`src/design/dwfb_pkg.sv`:
```
// Shared definitions for the dirty-window frame buffer flush block.
// Opcodes, flush phase codes, panel command bytes and the controller/datapath
// interface types. No dependencies.
`timescale 1ns / 1ps

package dwfb_pkg;

  // Store geometry
  localparam int MAX_WIDTH   = 256;
  localparam int MAX_HEIGHT  = 256;
  localparam int STORE_DEPTH = MAX_WIDTH * MAX_HEIGHT;
  localparam int ADDR_W      = $clog2(STORE_DEPTH);

  // Field and register widths
  localparam int DIM_W   = 9;
  localparam int POS_W   = 11;
  localparam int COLOR_W = 8;
  localparam int CFG_W   = 9;

  // Opcodes
  localparam logic [1:0] OP_DRAW  = 2'd0;
  localparam logic [1:0] OP_FLUSH = 2'd1;
  localparam logic [1:0] OP_NEXT  = 2'd2;
  localparam logic [1:0] OP_FILL  = 2'd3;

  // Configuration register indexes
  localparam logic REG_FRAME_WIDTH  = 1'b0;
  localparam logic REG_FRAME_HEIGHT = 1'b1;

  localparam logic [CFG_W-1:0] CFG_RESET = 9'd240;

  // Flush phases
  localparam logic [3:0] PH_IDLE      = 4'd0;
  localparam logic [3:0] PH_CMD_COL   = 4'd1;
  localparam logic [3:0] PH_XL_HI     = 4'd2;
  localparam logic [3:0] PH_XL_LO     = 4'd3;
  localparam logic [3:0] PH_XH_HI     = 4'd4;
  localparam logic [3:0] PH_XH_LO     = 4'd5;
  localparam logic [3:0] PH_CMD_ROW   = 4'd6;
  localparam logic [3:0] PH_YL_HI     = 4'd7;
  localparam logic [3:0] PH_YL_LO     = 4'd8;
  localparam logic [3:0] PH_YH_HI     = 4'd9;
  localparam logic [3:0] PH_YH_LO     = 4'd10;
  localparam logic [3:0] PH_CMD_WRITE = 4'd11;
  localparam logic [3:0] PH_PIXELS    = 4'd12;

  // Panel command bytes
  localparam logic [7:0] CMD_COLUMN_SET   = 8'h2A;
  localparam logic [7:0] CMD_ROW_SET      = 8'h2B;
  localparam logic [7:0] CMD_MEMORY_WRITE = 8'h2C;

  // What an input beat means given the current flush phase
  typedef enum logic [2:0] {
    K_NONE   = 3'd0,
    K_DRAW   = 3'd1,
    K_FILL   = 3'd2,
    K_FLUSH  = 3'd3,
    K_HEADER = 3'd4,
    K_PIXEL  = 3'd5
  } kind_t;

  // Controller to datapath
  typedef struct packed {
    logic accept;    // input beat taken this cycle
    logic mul;       // register row * width
    logic load_end;  // register row * width as the sweep end
    logic wr_draw;   // write the drawn pixel
    logic rd_pixel;  // read the pixel under the scan position
    logic sweep;     // write one store entry of a fill or clear
    logic emit;      // load the output register
  } ctrl_cmd_t;

  // Datapath to controller
  typedef struct packed {
    kind_t kind;
    logic  sweep_last;
    logic  out_free;
  } dp_stat_t;

endpackage

```
`src/design/dwfb_ctrl.sv`:
```
// Sequencing state machine for the dirty-window frame buffer flush block.
// Depends on dwfb_pkg for the command and status types.
`timescale 1ns / 1ps

module dwfb_ctrl (
  input  logic                clk,
  input  logic                rst,
  input  logic                in_valid,
  output logic                in_ready,
  input  dwfb_pkg::dp_stat_t  stat,
  output dwfb_pkg::ctrl_cmd_t cmd
);
  import dwfb_pkg::*;

  typedef enum logic [4:0] {
    S_SWEEP = 5'b00001,
    S_IDLE  = 5'b00010,
    S_MUL   = 5'b00100,
    S_ADD   = 5'b01000,
    S_EMIT  = 5'b10000
  } state_t;

  state_t state, state_next;
  kind_t  job, job_next;

  // Next state and commands
  always_comb begin
    state_next = state;
    job_next   = job;
    cmd        = '0;
    in_ready   = 1'b0;
    unique case (state)
      S_SWEEP: begin
        cmd.sweep = 1'b1;
        if (stat.sweep_last) state_next = S_IDLE;
      end
      S_IDLE: begin
        in_ready = 1'b1;
        if (in_valid) begin
          cmd.accept = 1'b1;
          job_next   = stat.kind;
          case (stat.kind)
            K_DRAW, K_FILL, K_PIXEL: state_next = S_MUL;
            K_HEADER:                state_next = S_EMIT;
            default:                 state_next = S_IDLE;
          endcase
        end
      end
      S_MUL: begin
        cmd.mul = 1'b1;
        if (job == K_FILL) begin
          cmd.load_end = 1'b1;
          state_next   = S_SWEEP;
        end else begin
          state_next = S_ADD;
        end
      end
      S_ADD: begin
        if (job == K_PIXEL) begin
          cmd.rd_pixel = 1'b1;
          state_next   = S_EMIT;
        end else begin
          cmd.wr_draw = 1'b1;
          state_next  = S_IDLE;
        end
      end
      S_EMIT: begin
        if (stat.out_free) begin
          cmd.emit   = 1'b1;
          state_next = S_IDLE;
        end
      end
      default: state_next = S_IDLE;
    endcase
  end

  // State registers; reset starts the clearing sweep
  always_ff @(posedge clk) begin
    if (rst) begin
      state <= S_SWEEP;
      job   <= K_NONE;
    end else begin
      state <= state_next;
      job   <= job_next;
    end
  end

endmodule

```
`config.mk`:
```
export PLATFORM = sky130hd
export DESIGN_NAME = dwfb_ctrl
export DESIGN_NICKNAME = d
export VERILOG_FILES = /design/src/design/dwfb_pkg.sv /design/src/design/dwfb_ctrl.sv
export SDC_FILE = /design/constraint.sdc
export NUM_CORES = 1
export LEC_CHECK = 0
export BUFFER_PORTS_ARGS = -buffer_cell sky130_fd_sc_hd__buf_2
export CAP_MARGIN = 20
export CORE_AREA = 2 2 41 43
export CTS_CLUSTER_SIZE = 25
export DETAILED_ROUTE_END_ITERATION = 7
export DIE_AREA = 0 0 43 45
export GPL_TIMING_DRIVEN = 0
export REMOVE_ABC_BUFFERS = 1
export SLEW_MARGIN = 20
export SYNTH_ARGS = -nofsm -noshare
export SYNTH_HDL_FRONTEND = slang
export SYNTH_SLANG_ARGS = --single-unit
```
`constraint.sdc`:
```
create_clock -name clk -period 1.3 [get_ports clk]
set_input_delay 0.195 -clock clk [delete_from_list [all_inputs] [get_ports clk]]
set_output_delay 0.195 -clock clk [all_outputs]
set_load 0.05 [all_outputs]
```
# After elaboration in Yosys (flattened, before gate mapping)
# Index checks and enable logic that the tools add are counted.
[classes]
n_mux = 18
n_reduce_logical = 3
n_eq_ne = 14
[op_table]
columns = ["cell", "n"]
rows = [
  ["$pmux 5 s5", 1],
  ["$mux 5", 4],
  ["$pmux 5 s2", 1],
  ["$eq 3x3->1 const B", 3],
  ["$mux 1", 9],
  ["$eq 3x2->1 const B", 2],
  ["$ne 2x2->1 const B", 3],
  ["$eq 5x1->1 const B", 1],
  ["$eq 5x2->1 const B", 1],
  ["$eq 5x3->1 const B", 1],
  ["$eq 5x4->1 const B", 1],
  ["$eq 5x5->1 const B", 1],
  ["$mux 2", 2],
  ["$mux 4", 1],
  ["$eq 3x1->1 const B", 1],
  ["$reduce_and 3->1", 1],
  ["$reduce_or 3->1", 1],
  ["$reduce_and 2->1", 1],
]
[totals]
input_bits = 8
word_cells = 37
reg_bits = 8
out_inout_bits = 8

# Depth between registers and ports, before layout
# Gate-level depths: netlist (run 1).
[logic_depth]
ltp_word = 5
mapped_depth = 4
depth_no_buf = 4

# Worst setup path before layout (run 1)
# No wires, ideal clock.
[synth_timing]
path_kind = "register to output"
start = "reg state[0]"
end = "out cmd[1] in the netlist's numbering"
path_stages_with_launch = 3
arrival_ns = 1.949
n_path_buf = 0
slack_ns = -0.844
required_ns = 1.105
cell_sequence = "dfxtp_1 > nand2b_1 > nor4_1"
[synth_rtl]
columns = ["item", "line", "rtl"]
rows = [
  ["start, declared", "dwfb_ctrl.sv:23", "state_t state, state_next;"],
  ["start signal, assigned", "dwfb_ctrl.sv:83", "state <= state_next;"],
  ["end, declared", "dwfb_ctrl.sv:11", "output dwfb_pkg::ctrl_cmd_t cmd"],
]

==> run_summary.xml, run 1 <==
<?xml version="1.0" encoding="UTF-8"?>
<metrics>
  <group name="run_status">
    <metric name="outcome" unit="">finished with violations</metric>
    <metric name="violations" unit="">negative setup slack</metric>
  </group>
  <group name="sta">
    <metric name="unrepaired_setup_endpoints_after_global_routing" unit="">true</metric>
    <metric name="post-route-period-util" unit="%">122</metric>
    <metric name="finalWorstPathRequiredPeriod" unit="ps">1580</metric>
    <metric name="timing.slew.headroom" unit="%">82.8</metric>
    <metric name="timing_worst_slew_pin_value" unit="ps">256</metric>
    <metric name="fin_skew" unit="ps">1.37</metric>
    <metric name="timing.final.max_slew_violations" unit="">0</metric>
    <metric name="setup_viol" unit="">10</metric>
    <metric name="final_hold_viol_count" unit="">0</metric>
    <metric name="finalHoldWorstSlack" unit="ps">142</metric>
    <metric name="layout_setup_ws" unit="ps">-285</metric>
    <metric name="fmax" unit="MHz">631</metric>
  </group>
  <group name="pwr">
    <metric name="sw_share" unit="%">30.4</metric>
    <metric name="worst_ir_drop_vdd" unit="µV">561</metric>
    <metric name="cellInternalPower" unit="mW">0.422</metric>
    <metric name="pwr-share-comb" unit="%">23.5</metric>
    <metric name="power_frac_seq" unit="%">44.8</metric>
    <metric name="power_density" unit="mW/mm²">846</metric>
    <metric name="clock_power_share" unit="%">31.7</metric>
    <metric name="total_switching_power" unit="mW">0.184</metric>
    <metric name="post-layout-total-power" unit="mW">0.607</metric>
    <metric name="cellLeakagePower" unit="nW">0.347</metric>
  </group>
  <group name="setup_path">
    <metric name="data_arrival_time_of_the_worst_path" unit="ps">1390</metric>
    <metric name="worstSetupEndpointType" unit="">output port</metric>
    <metric name="timing.setup.critical_path_class" unit="">register to output port</metric>
    <metric name="critPathMaxFanout" unit="">3</metric>
    <metric name="crit-reg2reg-launch" unit="">state[0]</metric>
    <metric name="crit_required" unit="ps">1110</metric>
    <metric name="cp-start-kind" unit="">register</metric>
    <metric name="crit_start" unit="">state[0]</metric>
  </group>
  <group name="yosys">
    <metric name="ys.warnings.count" unit="">0</metric>
    <metric name="post_syn_area_per_cell" unit="µm²">8.60</metric>
    <metric name="ys_seq_elements" unit="">8</metric>
    <metric name="synth_cells" unit="">56</metric>
    <metric name="ys_seq_area_share" unit="%">33.2</metric>
    <metric name="synth.distinct_cells" unit="">27</metric>
    <metric name="cell_area_after_technology_mapping" unit="µm²">482</metric>
  </group>
  <group name="min_path">
    <metric name="min-delay-start" unit="">stat[0]</metric>
    <metric name="min-delay-path-class" unit="">input port to register</metric>
  </group>
  <group name="floorplanning">
    <metric name="die_width" unit="µm">43</metric>
    <metric name="floorplan.die.height" unit="µm">45</metric>
    <metric name="std_cell_rows" unit="">14</metric>
    <metric name="initial_utilization" unit="%">32.7</metric>
    <metric name="ios" unit="">16</metric>
    <metric name="core_area" unit="mm²">0.00147</metric>
    <metric name="design.die.area" unit="mm²">0.00194</metric>
  </group>
  <group name="global_route">
    <metric name="grt_util_all_layers" unit="%">14.3</metric>
    <metric name="vias_in_the_first_global_route" unit="">486</metric>
    <metric name="grt_overflow" unit="">0</metric>
    <metric name="pin_count_of_the_biggest_net_entering_global_routing" unit="">9</metric>
    <metric name="first_pass_grt_wire_length" unit="µm">2000</metric>
    <metric name="initial_antenna_violation_count" unit="">0</metric>
  </group>
  <group name="cts">
    <metric name="cts_tree" unit="">done</metric>
    <metric name="cts_num_sinks" unit="">8</metric>
    <metric name="clockBufferDepth" unit="">2</metric>
    <metric name="worstSkewPairLatency" unit="ps">250</metric>
    <metric name="cts.root.buffer_cell" unit="">sky130_fd_sc_hd__clkbuf_4</metric>
    <metric name="cts_made_buffers" unit="">3</metric>
    <metric name="cts_hold_buffers" unit="">0</metric>
    <metric name="path_clk_slew" unit="ps">60</metric>
    <metric name="cts_htree_levels" unit="">1</metric>
  </group>
  <group name="detailed_routing">
    <metric name="drt_iter0_markers" unit="">9</metric>
    <metric name="postRouteWirelength" unit="µm">1140</metric>
    <metric name="drt-wirelength-per-cell" unit="µm">12.1</metric>
    <metric name="postRouteAntennaNets" unit="">0</metric>
    <metric name="routed-via-count" unit="">489</metric>
    <metric name="remaining_drc_errors" unit="">0</metric>
    <metric name="dr.pass1.iters" unit="">4</metric>
    <metric name="drt_via_density" unit="">5.20</metric>
  </group>
  <group name="finish">
    <metric name="area_growth_syn_to_layout" unit="%">48.8</metric>
    <metric name="nNetsFinal" unit="">88</metric>
    <metric name="fillCellCount" unit="">160</metric>
    <metric name="n_antenna_cell" unit="">0</metric>
    <metric name="final_layout_size_suffix_gt1_share" unit="%">47.4</metric>
  </group>
  <group name="run">
    <metric name="max_cap_violations" unit="">0</metric>
  </group>
  <group name="placed_design">
    <metric name="numPortBuffers" unit="">15</metric>
    <metric name="global_placer_s_final_weighted_congestion" unit="">0.745</metric>
    <metric name="detailedPlacementHpwl" unit="µm">848</metric>
  </group>
</metrics>
## power by group through the flow
stage	Sequential, mW	Combinational, mW	Clock [mW]
2_1_floorplan	0.272	0.0806	0
3_3_place_gp	0.275	0.113	0
3_5_place_dp	0.276	0.115	0
4_1_cts	0.274	0.140	0.200
5_1_grt	0.274	0.156	0.216
6_report	0.272	0.143	0.192
## logic make-up (layout without fill, tap and decap cells)
group	count (synthesis)	count (layout)	share of synthesized area, %
DFF	8	8	33.2
xor gates and xnor gates	1	1	1.82
AOI/OAI and AO/OA	9	9	15.3
muxes	4	4	8.31
buffers and inverters	8	30	7.01
and+or+nand+nor	26	26	34.3
## per-layer routing
| layer | up-vias | GRT usage (%) | share of wire (%) |
|---|---|---|---|
| met1 | 227 | 14.9 | 41 |
| li1 | 247 | - | - |
| met3 | 0 | 7.60 | 6.3 |
| met5 | - | 0 | 0 |
| met2 | 15 | 25.5 | 53 |
| met4 | 0 | 3.64 | 0 |
## Yosys cell counts (all sizes together)
| cell type | n | area [µm²] |
|---|---|---|
| a31o | 1 | 8.76 |
| a31oi | 1 | 6.26 |
| buf | 2 | 11.3 |
| nor3 | 3 | 26.3 |
| o32ai | 1 | 8.76 |
| and2 | 1 | 6.26 |
| nand2b | 2 | 12.5 |
| nor2 | 7 | 26.3 |
| and3b | 1 | 8.76 |
| o21ai | 3 | 15.0 |
| nor4 | 2 | 12.5 |
| o2bb2ai | 1 | 8.76 |
| dfxtp | 8 | 160 |
| nand3 | 2 | 15.0 |
| o41a | 1 | 11.3 |
| xnor2 | 1 | 8.76 |
| nand2 | 3 | 11.3 |
| nor3b | 3 | 27.5 |
| a221oi | 1 | 15.0 |
| inv | 6 | 22.5 |
| nor2b | 1 | 6.26 |
| mux2i | 4 | 40.0 |
| nand4 | 1 | 12.5 |
## flip-flops by register name, summed over array words and instances (netlist names)
signal	count
job	3
state	5
## path summary, 6_finish.rpt
| check | endpoint | slack [ps] | cells past startpoint |
|---|---|---|---|
| max | cmd[4] | -280 | 4 |
| min | state[4] | 140 | 2 |
| max reg2reg | state[4] | -90 | 5 |
| min reg2reg | job[1] | 520 | 2 |
## layout by cell type, fill, tap and decap left out
master	netlist	routed
sky130_fd_sc_hd__inv_2	0	1
sky130_fd_sc_hd__nor3_2	0	1
sky130_fd_sc_hd__nor4_2	0	1
sky130_fd_sc_hd__nand3_1	1	1
sky130_fd_sc_hd__buf_4	1	10
sky130_fd_sc_hd__a31oi_1	1	1
sky130_fd_sc_hd__and3b_1	1	1
sky130_fd_sc_hd__nor3b_4	0	1
sky130_fd_sc_hd__nand2_1	3	3
sky130_fd_sc_hd__clkbuf_4	0	3
sky130_fd_sc_hd__and2_4	0	1
sky130_fd_sc_hd__o41a_1	1	1
sky130_fd_sc_hd__inv_1	6	5
sky130_fd_sc_hd__nor4_1	2	1
sky130_fd_sc_hd__nand4_2	1	1
sky130_fd_sc_hd__buf_6	0	1
sky130_fd_sc_hd__dfxtp_1	8	4
sky130_fd_sc_hd__o21ai_0	3	3
sky130_fd_sc_hd__xnor2_1	1	1
sky130_fd_sc_hd__nor3b_1	2	2
sky130_fd_sc_hd__a31o_1	1	1
sky130_fd_sc_hd__buf_8	0	3
sky130_fd_sc_hd__o2bb2ai_1	1	1
sky130_fd_sc_hd__dfxtp_2	0	2
sky130_fd_sc_hd__nor3_1	2	1
sky130_fd_sc_hd__nand2b_1	2	2
sky130_fd_sc_hd__mux2i_1	4	4
sky130_fd_sc_hd__nor3_4	1	1
sky130_fd_sc_hd__buf_2	0	7
sky130_fd_sc_hd__nand3_4	0	1
sky130_fd_sc_hd__nor2b_1	1	1
sky130_fd_sc_hd__nor2_1	7	7
sky130_fd_sc_hd__o32ai_1	1	1
sky130_fd_sc_hd__a221oi_2	1	1
sky130_fd_sc_hd__dfxtp_4	0	2
## critical path, cell delays in order, from the launching register on
cell and delay, ps:
sky130_fd_sc_hd__dfxtp_4 360, sky130_fd_sc_hd__nor3_4 220, sky130_fd_sc_hd__nor3b_4 240, sky130_fd_sc_hd__and2_4 180, sky130_fd_sc_hd__buf_8 140
## cell type report
cell class | count | area, µm² | share of cell area (%)
repair buffers | 21 | 166 | 23.2
inverters | 6 | 22.5 | 3.14
flip-flops and latches | 8 | 170 | 23.7
well taps | 16 | 20.0 | 2.79
multi-input cells | 40 | 315 | 44.0
clock buffers | 3 | 22.5 | 3.14
## stage by stage
| step | util, % | setup WS (ps) | area, µm² | cells | TNS (ps) |
|---|---|---|---|---|---|
| after floorplan | - | -844 | 470 | 54 | -3830 |
| after global placement | 38.4 | -216 | 566 | 85 | -869 |
| after detailed placement | 38.4 | -225 | 566 | 85 | -946 |
| after CTS | 48.3 | -294 | 711 | 93 | -2250 |
| after global routing | 48.7 | -378 | 717 | 94 | -2920 |
| final | 48.7 | -285 | 717 | 94 | -1960 |
## repair_timing
action                                  in CTS  in global routing
endpoints found under the setup margin      10                 10
buffers inserted                             5                  2
cloned                                       0                  0
pin swaps                                    4                  1
resized for setup                           27                  1
Power figures use the tool's default switching activity.
==> inputs of run 2 (changes only) <==
--- a/config.mk
+++ b/config.mk
@@ -12,6 +12,7 @@
 export DETAILED_ROUTE_END_ITERATION = 7
 export DIE_AREA = 0 0 43 45
 export GPL_TIMING_DRIVEN = 0
+export MAX_ROUTING_LAYER = met4
 export REMOVE_ABC_BUFFERS = 1
 export SLEW_MARGIN = 20
 export SYNTH_ARGS = -nofsm -noshare
==> run 2 against run 1 <==
Against the previous run:
- the run still ends with negative setup slack left
- sequential share of layout area is the same
- via count increased by 0.61%
- setup slack about the same
- cell area did not move
- clock power about the same
- critical path type unchanged
- largest power group unchanged
- highest routed layer unchanged
==> run_summary.xml, run 2 (synthesis results as in run 1) <==
<?xml version="1.0" encoding="UTF-8"?>
<metrics>
  <group name="sta">
    <metric name="finalHoldWorstSlack" unit="ps">142</metric>
    <metric name="final_hold_viol_count" unit="">0</metric>
    <metric name="fmax" unit="MHz">631</metric>
    <metric name="timing_worst_slew_pin_value" unit="ps">256</metric>
    <metric name="timing.slew.headroom" unit="%">82.8</metric>
    <metric name="post-route-period-util" unit="%">122</metric>
    <metric name="timing.final.max_slew_violations" unit="">0</metric>
    <metric name="setup_viol" unit="">10</metric>
    <metric name="final.setup.tns" unit="ps">-1960</metric>
    <metric name="finalWorstPathRequiredPeriod" unit="ps">1590</metric>
    <metric name="fin_skew" unit="ps">2.12</metric>
    <metric name="unrepaired_setup_endpoints_after_global_routing" unit="">true</metric>
    <metric name="layout_setup_ws" unit="ps">-285</metric>
  </group>
  <group name="finish">
    <metric name="instances_no_fill" unit="">94</metric>
    <metric name="n_antenna_cell" unit="">0</metric>
    <metric name="final_util" unit="%">48.7</metric>
    <metric name="most-common-layout-cells" unit="">10 x sky130_fd_sc_hd__buf_4, 7 x sky130_fd_sc_hd__nor2_1, 7 x sky130_fd_sc_hd__buf_2</metric>
    <metric name="area_growth_syn_to_layout" unit="%">48.8</metric>
    <metric name="mostFrequentLayoutCell" unit="">sky130_fd_sc_hd__buf_4</metric>
    <metric name="largest_register_ffs" unit="">5</metric>
    <metric name="largest_registers" unit="">state: 5 flops, job: 3 flops</metric>
    <metric name="fillCellCount" unit="">160</metric>
    <metric name="regMostFlops" unit="">state</metric>
    <metric name="nNetsFinal" unit="">88</metric>
    <metric name="final_layout_size_suffix_gt1_share" unit="%">47.4</metric>
  </group>
  <group name="min_path">
    <metric name="min-delay-start" unit="">stat[0]</metric>
    <metric name="min-delay-path-class" unit="">input port to register</metric>
    <metric name="number_of_instances_on_the_worst_hold_path" unit="">2</metric>
    <metric name="endpoint_of_the_worst_hold_timing_path" unit="">state[4]</metric>
  </group>
  <group name="setup_path">
    <metric name="cp_cell_sequence" unit="">nor3_4, nor3b_4, and2_4, buf_8</metric>
    <metric name="rr_endpoint" unit="">state[4]</metric>
    <metric name="timing.setup.critical_path_class" unit="">register to output port</metric>
    <metric name="cp.buffers_inverters" unit="">1</metric>
    <metric name="crit-reg2reg-launch" unit="">state[0]</metric>
    <metric name="crit_required" unit="ps">1110</metric>
    <metric name="setup.reg_to_reg.worst_slack" unit="ps">-90</metric>
    <metric name="crit_path_top_delay_cell" unit="">sky130_fd_sc_hd__dfxtp_4</metric>
    <metric name="largest_stage_delay_on_the_critical_path" unit="ps">360</metric>
    <metric name="worstSetupEndpointType" unit="">output port</metric>
    <metric name="data_arrival_time_of_the_worst_path" unit="ps">1390</metric>
    <metric name="cp-start-kind" unit="">register</metric>
    <metric name="worst-r2r-cell-count" unit="">5</metric>
    <metric name="critPathMaxFanout" unit="">3</metric>
    <metric name="top_delay_family_on_crit_path" unit="">simple AND/OR/NAND/NOR gates</metric>
  </group>
  <group name="floorplanning">
    <metric name="ios" unit="">16</metric>
    <metric name="std_cell_rows" unit="">14</metric>
    <metric name="initial_utilization" unit="%">32.7</metric>
    <metric name="floorplan.die.height" unit="µm">45</metric>
    <metric name="core_area" unit="mm²">0.00147</metric>
    <metric name="die_width" unit="µm">43</metric>
    <metric name="design.die.area" unit="mm²">0.00194</metric>
  </group>
  <group name="placed_design">
    <metric name="global_placer_s_final_weighted_congestion" unit="">0.755</metric>
    <metric name="detailedPlacementHpwl" unit="µm">848</metric>
    <metric name="numPortBuffers" unit="">15</metric>
    <metric name="place_inst" unit="">85</metric>
  </group>
  <group name="cts">
    <metric name="cts_htree_levels" unit="">1</metric>
    <metric name="cts_hold_buffers" unit="">0</metric>
    <metric name="worstSkewPairLatency" unit="ps">250</metric>
    <metric name="cts_num_sinks" unit="">8</metric>
    <metric name="path_clk_slew" unit="ps">60</metric>
    <metric name="cts.root.buffer_cell" unit="">sky130_fd_sc_hd__clkbuf_4</metric>
    <metric name="cts_tree" unit="">done</metric>
    <metric name="clockBufferDepth" unit="">2</metric>
    <metric name="cts_made_buffers" unit="">3</metric>
  </group>
  <group name="detailed_routing">
    <metric name="drt_iter0_markers" unit="">10</metric>
    <metric name="routed-via-count" unit="">492</metric>
    <metric name="drt-wirelength-per-cell" unit="µm">12.0</metric>
    <metric name="postRouteAntennaNets" unit="">0</metric>
    <metric name="postRouteWirelength" unit="µm">1130</metric>
    <metric name="dr.pass1.iters" unit="">4</metric>
    <metric name="remaining_drc_errors" unit="">0</metric>
    <metric name="drt_via_density" unit="">5.23</metric>
  </group>
  <group name="pwr">
    <metric name="power_density" unit="mW/mm²">845</metric>
    <metric name="post-layout-total-power" unit="mW">0.606</metric>
    <metric name="cellLeakagePower" unit="nW">0.347</metric>
    <metric name="worst_ir_drop_vdd" unit="µV">557</metric>
  </group>
  <group name="global_route">
    <metric name="vias_in_the_first_global_route" unit="">485</metric>
    <metric name="pin_count_of_the_biggest_net_entering_global_routing" unit="">9</metric>
    <metric name="grt_util_all_layers" unit="%">14.7</metric>
    <metric name="initial_antenna_violation_count" unit="">0</metric>
    <metric name="grt_overflow" unit="">0</metric>
    <metric name="first_pass_grt_wire_length" unit="µm">2010</metric>
  </group>
  <group name="run_status">
    <metric name="outcome" unit="">finished with violations</metric>
    <metric name="violations" unit="">negative setup slack</metric>
  </group>
  <group name="run">
    <metric name="max_cap_violations" unit="">0</metric>
  </group>
</metrics>
## run 2: per-stage QoR
step                      setup slack (ps)  area (µm²)
after global placement                -216         566
after CTS                             -294         711
after global routing                  -378         717
after floorplan                       -844         470
after detailed placement              -225         566
final                                 -285         717
## run 2: cell type report
cell class | count | area, µm² | share of cell area [%]
sequential | 8 | 170 | 23.7
inverter | 6 | 22.5 | 3.14
tap | 16 | 20.0 | 2.79
clock buffer | 3 | 22.5 | 3.14
multi-input combinational | 40 | 315 | 44.0
timing repair buffer | 21 | 166 | 23.2
## run 2: metal layers
layer | wire [µm] | global-route usage, % | share of wire (%)
met3 | 84 | 7.60 | 7.4
met5 | 0 | - | 0
met1 | 451 | 14.9 | 40
met4 | 0 | 3.64 | 0
met2 | 597 | 25.5 | 53
## run 2: power breakdown
group	leakage (nW)	internal, mW	total, mW	switching, mW
sequential	0.0670	0.254	0.272	0.0179
combinational	0.267	0.0630	0.142	0.0794
clock	0.0138	0.106	0.192	0.0862
## run 2: repair_timing
| action | in CTS | in global routing |
|---|---|---|
| setup endpoints to repair | 10 | 10 |
| pin swaps | 4 | 1 |
| gates resized for setup | 27 | 1 |
| setup buffers | 5 | 2 |
| cloned | 0 | 0 |
## run 2: how the worst max path moves through the flow
stage / from / to / slack, ps / depth (start not counted)
after floorplan: state[0] / cmd[1] / -840 / 2
after global placement: state[1] / cmd[2] / -220 / 4
after detailed placement: state[1] / cmd[2] / -220 / 4
after CTS: state[4] / cmd[4] / -290 / 4
after global routing: state[0] / cmd[4] / -380 / 4
final: state[0] / cmd[4] / -290 / 4
